[config.mk]
export PLATFORM = sky130hd
export DESIGN_NAME = batch_job_scheduler_metrics
export DESIGN_NICKNAME = d
export VERILOG_FILES = /design/src/sv/bjs_pkg.sv /design/src/sv/bjs_divider.sv /design/src/sv/bjs_job_store.sv /design/src/sv/batch_job_scheduler_metrics.sv
export SDC_FILE = /design/constraint.sdc
export NUM_CORES = 2
export LEC_CHECK = 0
export ABC_CLOCK_PERIOD_IN_PS = 12700
export BUFFER_PORTS_ARGS = -buffer_cell sky130_fd_sc_hd__buf_2
export CORE_MARGIN = 2
export CORE_UTILIZATION = 50
export CTS_BUF_LIST = sky130_fd_sc_hd__clkbuf_16
export DETAILED_ROUTE_END_ITERATION = 10
export GPL_TIMING_DRIVEN = 0
export PLACE_DENSITY = 0.63
export SLEW_MARGIN = 15
export SYNTH_ARGS = -nofsm -noshare
export SYNTH_HDL_FRONTEND = slang
export SYNTH_HIERARCHICAL = 1
export SYNTH_SLANG_ARGS = --single-unit
[constraint.sdc]
create_clock -name clock -period 12.7 [get_ports clock]
set_input_delay 0.635 -clock clock [delete_from_list [all_inputs] [get_ports clock]]
set_output_delay 0.635 -clock clock [all_outputs]
set_load 0.03 [all_outputs]
[src/sv/bjs_pkg.sv]
package bjs_pkg;

   localparam int unsigned TimeWidth  = 14;
   localparam int unsigned FracWidth  = 22;
   localparam logic [13:0] TimeMax    = 14'h3fff;

   localparam logic [1:0] PolicyFcfs = 2'd0;
   localparam logic [1:0] PolicySjf  = 2'd1;
   localparam logic [1:0] PolicyHrrn = 2'd2;

   typedef struct packed {
      logic [11:0] arrival_time;
      logic [7:0]  service_time;
      logic        last_job;
   } req_payload_type;

   typedef struct packed {
      logic [5:0]  job_index;
      logic [13:0] start_time;
      logic [13:0] finish_time;
      logic [13:0] turnaround;
      logic [21:0] weighted_turnaround;
      logic [21:0] average_turnaround;
      logic [21:0] average_weighted;
      logic        overflow;
      logic        last_result;
   } rsp_payload_type;

   // request/answer of the shared divider
   typedef struct packed {
      logic        start;
      logic [29:0] dividend;
      logic [7:0]  divisor;
   } div_req_type;

   typedef struct packed {
      logic        done;
      logic [29:0] quotient;
   } div_rsp_type;

endpackage

[src/sv/bjs_divider.sv]
module bjs_divider
   import bjs_pkg::*;
(
   input  logic        clock,
   input  logic        reset,
   input  div_req_type div_req,
   output div_rsp_type div_rsp
);

   logic [29:0] quot_ff, quot_in;
   logic [8:0]  rem_ff, rem_in;
   logic [7:0]  dvs_ff, dvs_in;
   logic [4:0]  cnt_ff, cnt_in;
   logic        busy_ff, busy_in;
   logic        done_ff, done_in;
   logic [8:0]  trial;

   // one quotient bit per cycle, restoring
   always_comb begin
      quot_in = quot_ff;
      rem_in  = rem_ff;
      dvs_in  = dvs_ff;
      cnt_in  = cnt_ff;
      busy_in = busy_ff;
      done_in = 1'b0;
      trial   = {rem_ff[7:0], quot_ff[29]};
      if (div_req.start) begin
         quot_in = div_req.dividend;
         rem_in  = '0;
         dvs_in  = div_req.divisor;
         cnt_in  = 5'd29;
         busy_in = 1'b1;
      end else if (busy_ff) begin
         if (trial >= {1'b0, dvs_ff}) begin
            rem_in  = trial - {1'b0, dvs_ff};
            quot_in = {quot_ff[28:0], 1'b1};
         end else begin
            rem_in  = trial;
            quot_in = {quot_ff[28:0], 1'b0};
         end
         if (cnt_ff == 5'd0) begin
            busy_in = 1'b0;
            done_in = 1'b1;
         end else begin
            cnt_in = cnt_ff - 5'd1;
         end
      end
   end

   always_ff @(posedge clock) begin
      quot_ff <= quot_in;
      rem_ff  <= rem_in;
      dvs_ff  <= dvs_in;
      cnt_ff  <= cnt_in;
      if (reset) begin
         busy_ff <= 1'b0;
         done_ff <= 1'b0;
      end else begin
         busy_ff <= busy_in;
         done_ff <= done_in;
      end
   end

   assign div_rsp.done     = done_ff;
   assign div_rsp.quotient = quot_ff;

endmodule

[src/sv/bjs_job_store.sv]
module bjs_job_store
   import bjs_pkg::*;
#(
   parameter int unsigned Depth = 32,
   parameter int unsigned AddrWidth = 5
) (
   input  logic                 clock,
   input  logic                 wr_en,
   input  logic [AddrWidth-1:0] wr_addr,
   input  logic [11:0]          wr_arrival,
   input  logic [7:0]           wr_service,
   input  logic [AddrWidth-1:0] rd_addr,
   output logic [11:0]          rd_arrival,
   output logic [7:0]           rd_service
);

   logic [19:0] mem [Depth];
   logic [19:0] rd_ff;

   always_ff @(posedge clock) begin
      if (wr_en) begin
         mem[wr_addr] <= {wr_arrival, wr_service};
      end
      rd_ff <= mem[rd_addr];
   end

   assign rd_arrival = rd_ff[19:8];
   assign rd_service = rd_ff[7:0];

endmodule

[src/sv/batch_job_scheduler_metrics.sv]
// channel  direction  payload           handshake
// req      in         req_payload_type  req_valid / req_stall
// rsp      out        rsp_payload_type  rsp_valid / rsp_stall
// csr      in         policy [1:0]      csr_write
// loading beats are accepted only in the load state; a closing beat starts scheduling
// each result takes two scans of the job memory (earliest arrival, then choice),
// two setup states (StRun, StRead), a division and an output state
// the last result adds two more divisions for the averages
// req_stall is high from the closing beat until the last result enters the output register
// rsp_stall holds the output register and the scheduler in its output state; reset is synchronous, active high
module batch_job_scheduler_metrics
   import bjs_pkg::*;
#(
   parameter int unsigned MAX_JOBS = 32
) (
   input  logic            clock,
   input  logic            reset,
   input  logic            req_valid,
   output logic            req_stall,
   input  req_payload_type req_payload,
   output logic            rsp_valid,
   input  logic            rsp_stall,
   output rsp_payload_type rsp_payload,
   input  logic            csr_write,
   input  logic [1:0]      csr_policy
);

   localparam int unsigned AW = (MAX_JOBS > 1) ? $clog2(MAX_JOBS) : 1;
   localparam int unsigned CW = $clog2(MAX_JOBS + 1);

   localparam logic [3:0] StLoad  = 4'd0;
   localparam logic [3:0] StScanA = 4'd1;
   localparam logic [3:0] StScanB = 4'd2;
   localparam logic [3:0] StRead  = 4'd3;
   localparam logic [3:0] StRun   = 4'd4;
   localparam logic [3:0] StWt    = 4'd5;
   localparam logic [3:0] StAvgT  = 4'd6;
   localparam logic [3:0] StAvgW  = 4'd7;
   localparam logic [3:0] StOut   = 4'd8;

   logic [3:0]          state_ff, state_in;
   logic [1:0]          policy_ff;
   logic [CW-1:0]       count_ff, count_in;
   logic [13:0]         now_ff, now_in;
   logic [19:0]         tsum_ff, tsum_in;
   logic [27:0]         wsum_ff, wsum_in;
   logic                ovf_ff, ovf_in;
   logic [MAX_JOBS-1:0] done_ff, done_in;
   logic [CW-1:0]       scan_ff, scan_in;
   logic [CW-1:0]       emitted_ff, emitted_in;
   logic                rd_vld_ff, rd_vld_in;
   logic [AW-1:0]       rd_idx_ff, rd_idx_in;
   logic [12:0]         early_ff, early_in;
   logic                found_ff, found_in;
   logic [AW-1:0]       best_ff, best_in;
   logic [11:0]         best_arr_ff, best_arr_in;
   logic [7:0]          best_svc_ff, best_svc_in;
   logic [13:0]         fin_ff, fin_in;
   logic [13:0]         start_ff, start_in;
   logic [13:0]         ta_ff, ta_in;
   logic [21:0]         wt_ff, wt_in;
   logic [21:0]         avgt_ff, avgt_in;
   logic                rsp_valid_ff, rsp_valid_in;
   rsp_payload_type     rsp_ff, rsp_in;

   logic [AW-1:0] rd_addr;
   logic [11:0]   rd_arrival;
   logic [7:0]    rd_service;
   logic          accept;
   logic          store_wr;
   div_req_type   div_req;
   div_rsp_type   div_rsp;

   logic          cand;
   logic          better;
   logic [22:0]   ra, rb;
   logic [14:0]   fin_sum;
   logic [13:0]   now_pick;
   logic [7:0]    svc_fix;

   assign accept   = req_valid && !req_stall;
   assign req_stall = (state_ff != StLoad);
   assign svc_fix  = (req_payload.service_time == 8'd0) ? 8'd1 : req_payload.service_time;
   assign store_wr = accept && (count_ff < CW'(MAX_JOBS));

   bjs_job_store #(.Depth(MAX_JOBS), .AddrWidth(AW)) u_store (
      .clock      (clock),
      .wr_en      (store_wr),
      .wr_addr    (count_ff[AW-1:0]),
      .wr_arrival (req_payload.arrival_time),
      .wr_service (svc_fix),
      .rd_addr    (rd_addr),
      .rd_arrival (rd_arrival),
      .rd_service (rd_service)
   );

   bjs_divider u_div (
      .clock   (clock),
      .reset   (reset),
      .div_req (div_req),
      .div_rsp (div_rsp)
   );

   assign rd_addr = scan_ff[AW-1:0];

   // compare the entry just read against the running best
   always_comb begin
      cand = rd_vld_ff && !done_ff[rd_idx_ff] && ({2'b00, rd_arrival} <= now_ff);
      ra = ({9'd0, now_ff} - {11'd0, rd_arrival} + {15'd0, rd_service}) * {15'd0, best_svc_ff};
      rb = ({9'd0, now_ff} - {11'd0, best_arr_ff} + {15'd0, best_svc_ff}) * {15'd0, rd_service};
      better = rd_arrival < best_arr_ff;
      if (policy_ff == PolicySjf) begin
         if (rd_service != best_svc_ff) begin
            better = rd_service < best_svc_ff;
         end
      end else if (policy_ff == PolicyHrrn) begin
         if (ra != rb) begin
            better = ra > rb;
         end
      end
      now_pick = (now_ff < {1'b0, early_ff}) ? {1'b0, early_ff} : now_ff;
      fin_sum  = {1'b0, now_ff} + {7'd0, best_svc_ff};
   end

   always_comb begin
      state_in     = state_ff;
      count_in     = count_ff;
      now_in       = now_ff;
      tsum_in      = tsum_ff;
      wsum_in      = wsum_ff;
      ovf_in       = ovf_ff;
      done_in      = done_ff;
      scan_in      = scan_ff;
      emitted_in   = emitted_ff;
      rd_vld_in    = 1'b0;
      rd_idx_in    = scan_ff[AW-1:0];
      early_in     = early_ff;
      found_in     = found_ff;
      best_in      = best_ff;
      best_arr_in  = best_arr_ff;
      best_svc_in  = best_svc_ff;
      fin_in       = fin_ff;
      ta_in        = ta_ff;
      wt_in        = wt_ff;
      avgt_in      = avgt_ff;
      rsp_valid_in = rsp_valid_ff && rsp_stall;
      rsp_in       = rsp_ff;
      div_req      = '0;
      unique case (state_ff)
         StLoad: begin
            if (accept) begin
               if (count_ff < CW'(MAX_JOBS)) begin
                  count_in = count_ff + CW'(1);
                  done_in[count_ff[AW-1:0]] = 1'b0;
               end else begin
                  ovf_in = 1'b1;
               end
               if (req_payload.last_job) begin
                  state_in   = StScanA;
                  scan_in    = '0;
                  early_in   = 13'h1fff;
                  emitted_in = '0;
               end
            end
         end
         // earliest arrival among pending jobs
         StScanA: begin
            if (rd_vld_ff && !done_ff[rd_idx_ff] && ({1'b0, rd_arrival} < early_ff)) begin
               early_in = {1'b0, rd_arrival};
            end
            if (scan_ff < count_ff) begin
               rd_vld_in = 1'b1;
               scan_in   = scan_ff + CW'(1);
            end else if (!rd_vld_ff) begin
               state_in = StScanB;
               now_in   = now_pick;
               scan_in  = '0;
               found_in = 1'b0;
            end
         end
         // choose among arrived jobs
         StScanB: begin
            if (cand && (!found_ff || better)) begin
               found_in    = 1'b1;
               best_in     = rd_idx_ff;
               best_arr_in = rd_arrival;
               best_svc_in = rd_service;
            end
            if (scan_ff < count_ff) begin
               rd_vld_in = 1'b1;
               scan_in   = scan_ff + CW'(1);
            end else if (!rd_vld_ff) begin
               state_in = StRun;
            end
         end
         StRun: begin
            fin_in = (fin_sum > {1'b0, TimeMax}) ? TimeMax : fin_sum[13:0];
            state_in = StRead;
         end
         StRead: begin
            ta_in = fin_ff - {2'b00, best_arr_ff};
            div_req.start    = 1'b1;
            div_req.dividend = {8'd0, fin_ff - {2'b00, best_arr_ff}, 8'd0};
            div_req.divisor  = best_svc_ff;
            state_in = StWt;
         end
         StWt: begin
            if (div_rsp.done) begin
               wt_in   = div_rsp.quotient[21:0];
               tsum_in = tsum_ff + {6'd0, ta_ff};
               wsum_in = wsum_ff + {6'd0, div_rsp.quotient[21:0]};
               done_in[best_ff] = 1'b1;
               now_in  = fin_ff;
               emitted_in = emitted_ff + CW'(1);
               if (emitted_ff + CW'(1) == count_ff) begin
                  div_req.start    = 1'b1;
                  div_req.dividend = {2'b00, tsum_ff + {6'd0, ta_ff}, 8'd0};
                  div_req.divisor  = 8'(count_ff);
                  state_in = StAvgT;
               end else begin
                  state_in = StOut;
               end
            end
         end
         StAvgT: begin
            if (div_rsp.done) begin
               avgt_in = div_rsp.quotient[21:0];
               div_req.start    = 1'b1;
               div_req.dividend = {2'b00, wsum_ff};
               div_req.divisor  = 8'(count_ff);
               state_in = StAvgW;
            end
         end
         StAvgW: begin
            if (div_rsp.done) begin
               state_in = StOut;
            end
         end
         StOut: begin
            if (!rsp_valid_ff || !rsp_stall) begin
               rsp_valid_in = 1'b1;
               rsp_in.job_index           = 6'(best_ff);
               rsp_in.start_time          = start_ff;
               rsp_in.finish_time         = fin_ff;
               rsp_in.turnaround          = ta_ff;
               rsp_in.weighted_turnaround = wt_ff;
               rsp_in.overflow            = ovf_ff;
               rsp_in.last_result         = (emitted_ff == count_ff);
               rsp_in.average_turnaround  = '0;
               rsp_in.average_weighted    = '0;
               if (emitted_ff == count_ff) begin
                  rsp_in.average_turnaround = avgt_ff;
                  rsp_in.average_weighted   = div_rsp.quotient[21:0];
                  state_in = StLoad;
                  count_in = '0;
                  now_in   = '0;
                  tsum_in  = '0;
                  wsum_in  = '0;
                  ovf_in   = 1'b0;
               end else begin
                  state_in = StScanA;
                  scan_in  = '0;
                  early_in = 13'h1fff;
               end
            end
         end
         default: state_in = StLoad;
      endcase
   end

   // start tick is kept alongside the finish for saturated finishes
   assign start_in = (state_ff == StRun) ? now_ff : start_ff;

   always_ff @(posedge clock) begin
      scan_ff     <= scan_in;
      rd_idx_ff   <= rd_idx_in;
      early_ff    <= early_in;
      best_ff     <= best_in;
      best_arr_ff <= best_arr_in;
      best_svc_ff <= best_svc_in;
      fin_ff      <= fin_in;
      ta_ff       <= ta_in;
      wt_ff       <= wt_in;
      avgt_ff     <= avgt_in;
      rsp_ff      <= rsp_in;
      start_ff    <= start_in;
      found_ff    <= found_in;
      emitted_ff  <= emitted_in;
      if (reset) begin
         state_ff     <= StLoad;
         policy_ff    <= PolicyFcfs;
         count_ff     <= '0;
         now_ff       <= '0;
         tsum_ff      <= '0;
         wsum_ff      <= '0;
         ovf_ff       <= 1'b0;
         done_ff      <= '0;
         rd_vld_ff    <= 1'b0;
         rsp_valid_ff <= 1'b0;
      end else begin
         state_ff     <= state_in;
         if (csr_write) begin
            policy_ff <= csr_policy;
         end
         count_ff     <= count_in;
         now_ff       <= now_in;
         tsum_ff      <= tsum_in;
         wsum_ff      <= wsum_in;
         ovf_ff       <= ovf_in;
         done_ff      <= done_in;
         rd_vld_ff    <= rd_vld_in;
         rsp_valid_ff <= rsp_valid_in;
      end
   end

   assign rsp_valid   = rsp_valid_ff;
   assign rsp_payload = rsp_ff;

endmodule

==> flow_summary.yaml <==
run_status:
  status: "complete, no violations"
synthesis:
  synth_area_leaders: "edfxtp_1 49%, fa_1 7.2%, ha_1 6.0%"
  synth-edff-count: 930
  async_reset_ff_share_pct: 0
  synth_common_cells: "930 x edfxtp_1, 355 x inv_1, 338 x mux2i_1"
  synth_ff_type: "edfxtp_1"
  synth.most_common_cell: "edfxtp_1"
  synth_top_area_share_pct: 49.3
  synth_top_area_cell: "edfxtp_1"
  avgSynthCellArea_um2: 12.6
  syn_area_um2: 56600
  ys_seq_elements: 1079
  synth_cells: 4495
  yosysWarnings: 6
  seq_area_frac_synth_pct: 54.6
  synth.distinct_cells: 96
timing:
  tns_ns: 0
  fmax_mhz: 88.3
  maxSlewViolCount: 0
  whs_ns: 0.192
  finalHoldViolations: 0
  rsz0062_at_grt: "no"
  worst_pin_slew_ns: 1.25
  fin_ws_ns: 1.38
  min_period_ns: 11.32
  relSlewSlack_pct: 16.4
  finalCritPeriodShare_pct: 89.2
  skew_ns: 0.0395
  setup_violations: 0
die:
  die_w_um: 341
  initial_core_util_pct: 50.3
  rows: 123
  num_io_pins: 146
  core-area_um2: 112000
  dieArea_um2: 116000
  die_y_um: 341
finish:
  register_area_um2: 30900
  multi_input_area_um2: 23700
  drive_gt1_share_pct: 10.7
  nFillCells: 9308
  area_growth_pct: 12.1
  post-route-util_pct: 56.4
  nets: 5279
global_routing:
  globalRouteTotalUtil_pct: 24.0
  grt_overflow: 0
  antenna_found_initial: 6
  grt_pass1_wl_um: 213000
  grt_max_degree: 33
  grt_pass1_vias: 35600
cts:
  h-tree-depth: 3
  clk_latency_ns: 0.70
  max-clock-path-buffers: 3
  cts.sinks: 1079
  cts_hold_buf: 0
  clkTransAtPathRegs_ns: 0.07
  post-cts-setup-buffers: 0
  cts_inserted_buffers: 111
  cts_tree: "yes"
  cts_resized: 0
  ctsRootBufferMaster: "clkbuf_16"
job:
  drv_cap: 0
routing:
  wl_met1_um: 60700
  vias_per_cell: 5.68
  vias: 36200
  dr.pass1.iters: 6
  drc_errors: 0
  antenna_left: 0
  wl_per_cell_um: 22.0
  routed-wl-met3_um: 7520
  top_layer: "met5"
  drt_wl_total_um: 140000
  drt_iter0_drc: 2643
  wl_met2_um: 67600
worst_setup_path:
  end_kind: "flop"
  critPathRequiredTime_ns: 13.12
  arrival_ns: 11.75
  cpPeakStageDelay_ns: 0.68
  critical_path_class: "reg -> reg"
  cp_slowest_cell: "xnor2_1"
  crit_fanout: 14
  critPathLaunchType: "flop"
  r2r_slack_ns: 1.38
placed_design:
  hpwl_um: 98800
  place_congestion: 0.892
  portBuffers: 144
  place_ws_ns: 1.39
hold_path:
  hold_path_class: "in -> reg"
-- cells by family after synthesis --
group / Yosys count / share of synthesized area [%]
AND/OR/NAND/NOR: 1114 / 9.68
flip-flops: 1079 / 54.6
AO/OA/AOI/OAI: 750 / 8.81
buffers and inverters: 525 / 4.09
adder cells (fa/ha/maj): 475 / 13.2
multiplexers: 379 / 6.97
XOR/XNOR: 172 / 2.69
other: 1 / 0.00662
-- final timing paths --
| kind | startpoint | end | depth (start not counted) |
|---|---|---|---|
| max | best_arr_ff[1] | found_ff | 39 |
| min | csr_policy[0] | policy_ff[0] | 3 |
| max reg2reg | best_arr_ff[1] | found_ff | 39 |
| min reg2reg | wt_ff[11] | rsp_payload[57] | 0 |
-- routing by layer --
layer | vias up | GRT usage, %
met2 | 1109 | 40.3
li1 | 16900 | -
met5 | - | 0
met4 | 6 | 7.42
met3 | 228 | 2.91
met1 | 18000 | 32.7
-- stage by stage --
step | cells | instance area (um2)
5_1_grt | 6371 | 63500
6_report | 6372 | 63500
2_1_floorplan | 4497 | 56600
4_1_cts | 6371 | 63500
3_3_place_gp | 6141 | 59200
3_5_place_dp | 6163 | 59900
-- critical path, delay by kind of cell (launching register included) --
family,cells,cell delay (ns)
AND/OR/NAND/NOR,8,1.45
AO/OA/AOI/OAI,14,3.96
XOR/XNOR,3,0.99
buffers and inverters,6,0.82
flip-flops,1,0.51
adder cells (fa/ha/maj),8,3.30
-- cell usage in the layout, fill, tap and decap left out, types with 29 or more instances in the layout --
| master | n |
|---|---|
| nand2b_1 | 44 |
| and2_1 | 146 |
| o21ai_0 | 128 |
| xor2_1 | 54 |
| xnor2_1 | 116 |
| a21o_1 | 53 |
| clkbuf_16 | 112 |
| clkbuf_1 | 86 |
| nor3_1 | 58 |
| nand4_1 | 34 |
| nor2b_1 | 47 |
| dfxtp_1 | 149 |
| fa_1 | 203 |
| buf_2 | 177 |
| a31oi_1 | 29 |
| edfxtp_1 | 930 |
| nand2_1 | 324 |
| a22oi_1 | 103 |
| a21oi_1 | 197 |
| and3_1 | 61 |
| mux2i_1 | 338 |
| nand3_1 | 87 |
| mux2_2 | 32 |
| a22o_1 | 43 |
| o21a_1 | 29 |
| inv_1 | 380 |
| ha_1 | 272 |
| nor2_1 | 202 |
-- registers in the layout (all words and copies together), names as in the netlist, 8 cells and up --
signal	flops
rsp_payload	115
u_div/dvs_ff	8
u_div/rem_ff	8
done_ff	32
wt_ff	22
wsum_ff	28
u_store/mem	640
tsum_ff	20
best_svc_ff	8
best_arr_ff	12
fin_ff	14
avgt_ff	22
early_ff	13
start_ff	14
ta_ff	14
now_ff	14
u_div/quot_ff	30
u_store/rd_ff	20
-- area by class of cell --
class | instances | area share (%)
sequential | 1079 | 48.7
multi-input combinational | 2893 | 37.3
clock buffer | 112 | 4.42
tap | 1500 | 2.96
inverter | 356 | 2.11
timing repair buffer | 166 | 1.72
buffer | 169 | 1.57
clock inverter | 96 | 1.24
antenna | 1 | 0.00394
Power is not shown: default switching activity piles up to over one toggle a cycle in this logic, so the estimate is an artifact.
